===== src/hdl/thti_pkg.sv =====
// shared types, codes and constants for the three-hourly temperature interpolation unit
`timescale 1ns / 1ps

package thti_pkg;

   // operation codes carried on req_opcode
   localparam logic OP_WRITE = 1'b0;
   localparam logic OP_EVAL  = 1'b1;

   // eight three-hour periods per day
   localparam int PERIODS    = 8;
   localparam int PERIOD_W   = 3;

   // restoring divider: quotient magnitude always fits 17 bits
   localparam int DIV_STEPS  = 17;
   localparam int DIV_CNT_W  = 5;

   // sum of eight q8.8 values
   localparam int SUM_W      = 19;

   typedef enum logic [3:0] {
      ST_IDLE,
      ST_MUL_DEV,
      ST_ROUND,
      ST_TEMP,
      ST_SEARCH,
      ST_MUL_INT,
      ST_DIV_SETUP,
      ST_DIV,
      ST_APPLY,
      ST_ACC,
      ST_MEAN
   } state_type;

   // diurnal shape fraction per period, unsigned q0.16
   function automatic logic [15:0] frac_q16(input logic [PERIOD_W-1:0] period);
      logic [15:0] f;
      unique case (period)
         3'd0:    f = 16'd63573;
         3'd1:    f = 16'd59654;
         3'd2:    f = 16'd50689;
         3'd3:    f = 16'd38761;
         3'd4:    f = 16'd25956;
         3'd5:    f = 16'd14356;
         3'd6:    f = 16'd6046;
         3'd7:    f = 16'd3110;
         default: f = 16'd0;
      endcase
      return f;
   endfunction

endpackage


===== src/hdl/three_hourly_temperature_interpolation_unit.sv =====
// top level: breakpoint table, sequencer and shared multiply / divide datapath
`timescale 1ns / 1ps

//  channel   ports                           direction  beat accepted when
//  request   start busy req_*                in         start && !busy
//  response  rsp_valid rsp_daily_factor      out        rsp_valid (one cycle, no stall)
//  csr       csr_wr_en csr_wr_data           in         csr_wr_en
//
//  a write beat goes into the table as it is accepted and leaves busy low
//  a query beat holds busy through eight periods; in each, the entries are scanned (1 to
//  points_in_use, one per cycle), and when the period falls between two breakpoints the
//  one-bit-a-cycle divider runs as well
//  reset is synchronous and clears the sequencer and sets points_in_use to 1; table contents
//  stay undefined until written
//  the receiver cannot stall: the response beat is a single-cycle strobe as busy drops

module three_hourly_temperature_interpolation_unit #(
   parameter int MAX_POINTS = 16
) (
   input  logic               clock,
   input  logic               reset,
   // request channel
   input  logic               start,
   output logic               busy,
   input  logic               req_opcode,
   input  logic        [3:0]  req_point_index,
   input  logic signed [15:0] req_point_x,
   input  logic signed [15:0] req_point_y,
   input  logic signed [15:0] req_tmax,
   input  logic signed [15:0] req_tmin,
   // response channel
   output logic               rsp_valid,
   output logic signed [15:0] rsp_daily_factor,
   // register write
   input  logic               csr_wr_en,
   input  logic        [4:0]  csr_wr_data
);

   localparam int AW = $clog2(MAX_POINTS);

   // sequencer
   thti_pkg::state_type state_ff, state_in;

   // configuration
   logic [4:0] csr_pts_ff, csr_pts_in;

   // query context
   logic signed [15:0] tmin_ff, tmin_in;
   logic signed [16:0] range_ff, range_in;
   logic [thti_pkg::PERIOD_W-1:0] period_ff, period_in;
   logic signed [thti_pkg::SUM_W-1:0] sum_ff, sum_in;
   logic [AW-1:0] last_ff, last_in;

   // table scan
   logic [AW-1:0]      cur_ff, cur_in;
   logic [31:0]        bp_rd_ff;
   logic signed [15:0] prev_x_ff, prev_x_in;
   logic signed [15:0] prev_y_ff, prev_y_in;

   // per-period arithmetic
   logic signed [17:0] dev_ff, dev_in;
   logic signed [17:0] t_ff, t_in;
   logic signed [33:0] prod_ff, prod_in;
   logic        [15:0] dx_ff, dx_in;
   logic signed [16:0] dy_ff, dy_in;
   logic signed [16:0] dist_ff, dist_in;
   logic signed [15:0] y0_ff, y0_in;
   logic               neg_ff, neg_in;
   logic        [16:0] rem_ff, rem_in;
   logic        [16:0] quo_ff, quo_in;
   logic [thti_pkg::DIV_CNT_W-1:0] div_cnt_ff, div_cnt_in;
   logic signed [15:0] val_ff, val_in;

   // response
   logic               rsp_valid_ff, rsp_valid_in;
   logic signed [15:0] rsp_factor_ff, rsp_factor_in;

   // breakpoint table: {x, y} per slot, one write port, one registered read port
   logic [31:0] bp_mem [MAX_POINTS];

   logic accept;
   logic wr_slot_ok;

   assign accept     = start && !busy;
   assign wr_slot_ok = 32'(req_point_index) < MAX_POINTS;

   always_ff @(posedge clock) begin
      if (accept && req_opcode == thti_pkg::OP_WRITE && wr_slot_ok) begin
         bp_mem[AW'(req_point_index)] <= {req_point_x, req_point_y};
      end
      bp_rd_ff <= bp_mem[cur_in];
   end

   // ---------------------------------------------------------------- decode of the scanned entry
   logic signed [15:0] cur_x, cur_y;
   logic signed [17:0] cur_x_ext;
   logic               scan_hit, scan_exact, scan_first, scan_last;
   logic signed [16:0] dx_full, dy_full;
   logic signed [18:0] dist_full;
   logic               gap_bad;

   assign cur_x      = signed'(bp_rd_ff[31:16]);
   assign cur_y      = signed'(bp_rd_ff[15:0]);
   assign cur_x_ext  = 18'(cur_x);
   assign scan_hit   = t_ff <= cur_x_ext;
   assign scan_exact = t_ff == cur_x_ext;
   assign scan_first = cur_ff == '0;
   assign scan_last  = cur_ff == last_ff;
   assign dx_full    = 17'(cur_x) - 17'(prev_x_ff);
   assign dy_full    = 17'(cur_y) - 17'(prev_y_ff);
   assign dist_full  = 19'(t_ff) - 19'(prev_x_ff);
   assign gap_bad    = dx_full[16] || dx_full == '0;

   // ---------------------------------------------------------------- shared multiplier
   // deviation: frac * range; interpolation: dy * (t - x0)
   logic signed [16:0] mul_a, mul_b;
   logic signed [33:0] mul_p;

   always_comb begin
      if (state_ff == thti_pkg::ST_MUL_DEV) begin
         mul_a = signed'({1'b0, thti_pkg::frac_q16(period_ff)});
         mul_b = range_ff;
      end else begin
         mul_a = dy_ff;
         mul_b = dist_ff;
      end
   end

   assign mul_p = mul_a * mul_b;

   // magnitude of the product, shared by the deviation rounding and the divider setup
   logic [33:0] prod_mag;
   logic [33:0] dev_rnd;
   logic [33:0] div_mag;

   assign prod_mag = prod_ff[33] ? 34'(-prod_ff) : 34'(prod_ff);
   assign dev_rnd  = prod_mag + 34'd32768;
   assign div_mag  = prod_mag + 34'(dx_ff >> 1);

   // one restoring step per cycle
   logic [16:0] div_shift;
   logic        div_ge;

   assign div_shift = {rem_ff[15:0], quo_ff[16]};
   assign div_ge    = div_shift >= {1'b0, dx_ff};

   // signed quotient and rounded mean
   logic signed [17:0] q_signed;
   logic [thti_pkg::SUM_W-1:0] sum_mag, mean_rnd;
   logic [15:0] mean_mag;

   assign q_signed = neg_ff ? -signed'({1'b0, quo_ff}) : signed'({1'b0, quo_ff});
   assign sum_mag  = sum_ff[thti_pkg::SUM_W-1] ? thti_pkg::SUM_W'(-sum_ff)
                                              : thti_pkg::SUM_W'(sum_ff);
   assign mean_rnd = sum_mag + thti_pkg::SUM_W'(4);
   assign mean_mag = mean_rnd[thti_pkg::SUM_W-1:3];

   // clamp of points_in_use to the table depth, as a last index
   logic [AW-1:0] last_calc;

   always_comb begin
      if (32'(csr_pts_ff) > MAX_POINTS) begin
         last_calc = AW'(MAX_POINTS - 1);
      end else if (csr_pts_ff == '0) begin
         last_calc = '0;
      end else begin
         last_calc = AW'(csr_pts_ff - 5'd1);
      end
   end

   // ---------------------------------------------------------------- next state
   always_comb begin
      state_in = state_ff;
      unique case (state_ff)
         thti_pkg::ST_IDLE: begin
            if (accept && req_opcode == thti_pkg::OP_EVAL) begin
               state_in = thti_pkg::ST_MUL_DEV;
            end
         end
         thti_pkg::ST_MUL_DEV:   state_in = thti_pkg::ST_ROUND;
         thti_pkg::ST_ROUND:     state_in = thti_pkg::ST_TEMP;
         thti_pkg::ST_TEMP:      state_in = thti_pkg::ST_SEARCH;
         thti_pkg::ST_SEARCH: begin
            if (scan_hit) begin
               if (scan_first || scan_exact || gap_bad) begin
                  state_in = thti_pkg::ST_ACC;
               end else begin
                  state_in = thti_pkg::ST_MUL_INT;
               end
            end else if (scan_last) begin
               state_in = thti_pkg::ST_ACC;
            end
         end
         thti_pkg::ST_MUL_INT:   state_in = thti_pkg::ST_DIV_SETUP;
         thti_pkg::ST_DIV_SETUP: state_in = thti_pkg::ST_DIV;
         thti_pkg::ST_DIV: begin
            if (div_cnt_ff == thti_pkg::DIV_CNT_W'(thti_pkg::DIV_STEPS - 1)) begin
               state_in = thti_pkg::ST_APPLY;
            end
         end
         thti_pkg::ST_APPLY:     state_in = thti_pkg::ST_ACC;
         thti_pkg::ST_ACC: begin
            if (period_ff == thti_pkg::PERIOD_W'(thti_pkg::PERIODS - 1)) begin
               state_in = thti_pkg::ST_MEAN;
            end else begin
               state_in = thti_pkg::ST_MUL_DEV;
            end
         end
         thti_pkg::ST_MEAN:      state_in = thti_pkg::ST_IDLE;
         default:                state_in = thti_pkg::ST_IDLE;
      endcase
   end

   // ---------------------------------------------------------------- datapath next values
   always_comb begin
      csr_pts_in    = csr_wr_en ? csr_wr_data : csr_pts_ff;
      tmin_in       = tmin_ff;
      range_in      = range_ff;
      period_in     = period_ff;
      sum_in        = sum_ff;
      last_in       = last_ff;
      cur_in        = '0;
      prev_x_in     = prev_x_ff;
      prev_y_in     = prev_y_ff;
      dev_in        = dev_ff;
      t_in          = t_ff;
      prod_in       = prod_ff;
      dx_in         = dx_ff;
      dy_in         = dy_ff;
      dist_in       = dist_ff;
      y0_in         = y0_ff;
      neg_in        = neg_ff;
      rem_in        = rem_ff;
      quo_in        = quo_ff;
      div_cnt_in    = div_cnt_ff;
      val_in        = val_ff;
      rsp_valid_in  = 1'b0;
      rsp_factor_in = rsp_factor_ff;

      unique case (state_ff)
         thti_pkg::ST_IDLE: begin
            if (accept && req_opcode == thti_pkg::OP_EVAL) begin
               tmin_in   = req_tmin;
               range_in  = 17'(req_tmax) - 17'(req_tmin);
               period_in = '0;
               sum_in    = '0;
               last_in   = last_calc;
            end
         end
         thti_pkg::ST_MUL_DEV: begin
            prod_in = mul_p;
         end
         thti_pkg::ST_ROUND: begin
            dev_in = prod_ff[33] ? -signed'(dev_rnd[33:16]) : signed'(dev_rnd[33:16]);
         end
         thti_pkg::ST_TEMP: begin
            t_in = 18'(tmin_ff) + dev_ff;
         end
         thti_pkg::ST_SEARCH: begin
            if (scan_hit) begin
               if (scan_first || scan_exact) begin
                  val_in = cur_y;
               end else if (gap_bad) begin
                  val_in = prev_y_ff;
               end else begin
                  dx_in   = dx_full[15:0];
                  dy_in   = dy_full;
                  dist_in = signed'(dist_full[16:0]);
                  y0_in   = prev_y_ff;
               end
            end else if (scan_last) begin
               val_in = cur_y;
            end else begin
               prev_x_in = cur_x;
               prev_y_in = cur_y;
               cur_in    = cur_ff + AW'(1);
            end
         end
         thti_pkg::ST_MUL_INT: begin
            prod_in = mul_p;
         end
         thti_pkg::ST_DIV_SETUP: begin
            // top bits are already below the divisor, so 17 steps give the full quotient
            neg_in     = prod_ff[33];
            rem_in     = div_mag[33:17];
            quo_in     = div_mag[16:0];
            div_cnt_in = '0;
         end
         thti_pkg::ST_DIV: begin
            rem_in     = div_ge ? div_shift - {1'b0, dx_ff} : div_shift;
            quo_in     = {quo_ff[15:0], div_ge};
            div_cnt_in = div_cnt_ff + thti_pkg::DIV_CNT_W'(1);
         end
         thti_pkg::ST_APPLY: begin
            val_in = 16'(18'(y0_ff) + q_signed);
         end
         thti_pkg::ST_ACC: begin
            sum_in    = sum_ff + thti_pkg::SUM_W'(val_ff);
            period_in = period_ff + thti_pkg::PERIOD_W'(1);
         end
         thti_pkg::ST_MEAN: begin
            rsp_valid_in  = 1'b1;
            rsp_factor_in = sum_ff[thti_pkg::SUM_W-1] ? -signed'(mean_mag) : signed'(mean_mag);
         end
         default: begin
            rsp_valid_in = 1'b0;
         end
      endcase
   end

   // ---------------------------------------------------------------- registers
   always_ff @(posedge clock) begin
      if (reset) begin
         state_ff     <= thti_pkg::ST_IDLE;
         csr_pts_ff   <= 5'd1;
         cur_ff       <= '0;
         rsp_valid_ff <= 1'b0;
      end else begin
         state_ff     <= state_in;
         csr_pts_ff   <= csr_pts_in;
         cur_ff       <= cur_in;
         rsp_valid_ff <= rsp_valid_in;
      end
   end

   always_ff @(posedge clock) begin
      tmin_ff       <= tmin_in;
      range_ff      <= range_in;
      period_ff     <= period_in;
      sum_ff        <= sum_in;
      last_ff       <= last_in;
      prev_x_ff     <= prev_x_in;
      prev_y_ff     <= prev_y_in;
      dev_ff        <= dev_in;
      t_ff          <= t_in;
      prod_ff       <= prod_in;
      dx_ff         <= dx_in;
      dy_ff         <= dy_in;
      dist_ff       <= dist_in;
      y0_ff         <= y0_in;
      neg_ff        <= neg_in;
      rem_ff        <= rem_in;
      quo_ff        <= quo_in;
      div_cnt_ff    <= div_cnt_in;
      val_ff        <= val_in;
      rsp_factor_ff <= rsp_factor_in;
   end

   assign busy             = state_ff != thti_pkg::ST_IDLE;
   assign rsp_valid        = rsp_valid_ff;
   assign rsp_daily_factor = rsp_factor_ff;

   // ---------------------------------------------------------------- assertions
   // a query beat makes the unit busy on the next cycle
   a_query_busy: assert property (@(posedge clock) disable iff (reset)
      (start && !busy && req_opcode == thti_pkg::OP_EVAL) |=> busy)
      else $error("query beat did not start the sequencer");

   // the response beat appears only as the sequencer returns to idle, and lasts one cycle
   a_rsp_idle: assert property (@(posedge clock) disable iff (reset)
      rsp_valid |-> (!busy && !$past(rsp_valid)))
      else $error("response beat outside the end of a query");

   // the scan never runs past the last entry in use
   a_scan_bound: assert property (@(posedge clock) disable iff (reset)
      (state_ff == thti_pkg::ST_SEARCH) |-> (cur_ff <= last_ff))
      else $error("table scan beyond last breakpoint");

   // restoring divider keeps its partial remainder below the divisor
   a_div_rem: assert property (@(posedge clock) disable iff (reset)
      (state_ff == thti_pkg::ST_DIV) |-> (rem_ff < {1'b0, dx_ff}))
      else $error("divider remainder not below divisor");

endmodule


===== config.mk =====
export PLATFORM = sky130hd
export DESIGN_NAME = three_hourly_temperature_interpolation_unit
export DESIGN_NICKNAME = d
export VERILOG_FILES = /design/src/hdl/thti_pkg.sv /design/src/hdl/three_hourly_temperature_interpolation_unit.sv
export SDC_FILE = /design/constraint.sdc
export NUM_CORES = 2
export LEC_CHECK = 0
export BUFFER_PORTS_ARGS = -buffer_cell sky130_fd_sc_hd__buf_2
export CORE_MARGIN = 4
export CORE_UTILIZATION = 54
export DETAILED_ROUTE_END_ITERATION = 6
export PLACE_DENSITY = 0.66
export SYNTH_ARGS = -nofsm -noshare
export SYNTH_HDL_FRONTEND = slang
export SYNTH_SLANG_ARGS = --single-unit

===== constraint.sdc =====
create_clock -name clock -period 21.2 [get_ports clock]
set_input_delay 3.18 -clock clock [delete_from_list [all_inputs] [get_ports clock]]
set_output_delay 3.18 -clock clock [all_outputs]
set_load 0.03 [all_outputs]

==> results_dict.tcl <==
set metrics [dict create \
    start_util 0.5467 \
    worstSetupPathType "flop to flop" \
    drt_first_pass_iters 6 \
    hp-start "prev_y_ff[4]$_DFFE_PP_" \
    fin_crit_ns 8.811 \
    max-cap-violations 0 \
    htree_levels 3 \
    startpoint "state_ff[1]$_SDFFE_PP0P_" \
    cts_tree "done" \
    relSlewSlack 0.2157 \
    crit_family "adder cells" \
    worst_pin_slew_ns 1.166 \
    rows 114 \
    synth-edff-count 810 \
    yosysTopAreaCell "edfxtp_1" \
    antenna_found_initial 10 \
    setup_tns_ns 0 \
    synth_commonest_cells "810 x edfxtp_1, 500 x inv_1, 408 x nand2_1" \
    period_share 0.4156 \
    ys_types 79 \
    avgSynthCellArea_um2 11.29 \
    syn_nets 5356 \
    rr_worst_depth 27 \
    via_per_inst 5.837 \
    cp-start-kind "flop" \
    synth_most_common_cell "edfxtp_1" \
    synth_top_area_share 0.4580 \
    io_pins 96 \
    grt_usage 0.2628 \
    critPathMostFrequentCell "fa_1" \
    setup_violations 0 \
    outcome "finished clean" \
    crit_fanout 46 \
    drtIter0Drc 3288 \
    dieWidth_um 321.6 \
    end_kind "flop" \
    grt_pass1_vias 35418 \
    path_buf_inv 6 \
    cts_hold_buf 0 \
    nets 5433 \
    worstSkewPairLatency_ns 0.66 \
    cts-root-buf "clkbuf_16" \
    die_h_um 321.6 \
    async_flop_share 0 \
    yosysSeqAreaShare 0.4814 \
    port_buffers 95 \
    clkSinkCount 872 \
    cpMaxStageDelayCell "mux2i_1" \
    drive_above_1_share 0.08174 \
    cts_resized 0 \
    skew_ns 0.04710 \
    hold_class "flop to flop" \
    globalplace.congestion 0.9319 \
    detailed_place_hpwl_um 94520 \
    fillerInstances 7926 \
    synthToLayoutAreaGrowth_pct 9.542 \
    required_ns 21.59 \
    drv_slew 0 \
    wl_per_cell_um 22.13 \
    r2r-start "state_ff[1]$_SDFFE_PP0P_" \
    cts_buffers 90 \
    drc 0 \
    num_vias 35818 \
    grt_first_pass_wirelength_um 208400 \
    clock.fmax_mhz 113.5 \
    final_util 0.5989 \
    ant_nets 0 \
    synth_ff_type "edfxtp_1" \
    clkTransAtPathRegs_ns 0.06 \
    synth_area_um2 53100 \
    grt_start_max_net_pins 97 \
    hold-worst-slack_ns 0.4478 \
    ys_warn_count 0 \
    die_area_um2 103400 \
    rsz0062_at_grt "false" \
    ys_ff_latch 872 \
    syn_inst 4705 \
    overflow 0 \
    cp.depth 27 \
    fin_cells 6136 \
    coreArea_um2 97140 \
    yosys-top-cells-area "edfxtp_1 46%, fa_1 11%, ha_1 6.3%, inv_1 3.5%, a21oi_1 3.5%" \
    clk_path_buf_depth 3 \
    wl_um 135800 \
    cts_setup_buffers 0 \
    dpl.cell_count 5966 \
    finalHoldViolations 0 \
    whs_path_depth 0 \
    worstPathArrival_ns 9.20 \
    cpPeakStageDelay_ns 0.92 \
]
-- metal layers --
| metal | vias up | wire length [µm] | track usage |
|---|---|---|---|
| met2 | 1201 | 65140 | 0.4380 |
| met3 | 247 | 8958 | 0.04116 |
| met1 | 17648 | 57270 | 0.3570 |
| met4 | 8 | 4394 | 0.08275 |
| met5 | - | 55 | 0 |
| li1 | 16714 | - | - |
-- per-stage QoR --
stage          setup WS (ns)  area (µm²)
6_report               12.39       58170
3_5_place_dp           12.40       55250
2_1_floorplan          12.01       53100
4_1_cts                12.38       58160
5_1_grt                11.85       58160
3_3_place_gp           12.50       55250
-- worst paths after layout --
check,end,slack (ns)
worst max-delay path,prod_ff[33]$_DFFE_PP_,12.39
worst min register to register,y0_ff[4]$_DFFE_PP_,0.45
worst max register to register,prod_ff[33]$_DFFE_PP_,12.39
worst min-delay path,y0_ff[4]$_DFFE_PP_,0.45
-- layout make-up --
type / count / area [µm²] / area share
Sequential cell: 872 / 25570 / 0.4395
Multi-Input combinational cell: 3156 / 25220 / 0.4336
Clock buffer: 122 / 2454 / 0.04218
Inverter: 501 / 1881 / 0.03233
Tap cell: 1276 / 1597 / 0.02745
Timing Repair Buffer: 161 / 983.4 / 0.01691
Clock inverter: 45 / 456.7 / 0.007851
Antenna cell: 3 / 7.507 / 0.0001291
-- sequential cells by signal, indices dropped and copies added, names as in the netlist, 17 cells and up, named ones only --
signal    cells
dist_ff      17
dev_ff       18
sum_ff       19
quo_ff       17
bp_rd_ff     32
t_ff         18
prod_ff      34
range_ff     17
dy_ff        17
bp_mem      512
-- layout by cell type, fill, tap and decap left out, drive strengths merged, types with 62 or more instances in the layout --
master / count
edfxtp: 810
inv: 505
nand2: 408
nor2: 387
a21oi: 369
fa: 305
ha: 268
o21ai: 227
xnor2: 206
buf: 161
mux2i: 147
clkbuf: 122
xor2: 73
nor3: 63
dfxtp: 62
-- cells by family after synthesis --
group / after synthesis / synth area share
mux: 187 / 0.03619
compound gates: 946 / 0.1096
fa+ha+maj: 575 / 0.1785
simple gates: 1168 / 0.09983
xor+xnor: 280 / 0.04644
flops: 872 / 0.4814
buf+inv: 677 / 0.04802
Power is not shown: default switching activity piles up to over one toggle a cycle in this logic, so the estimate is an artifact.
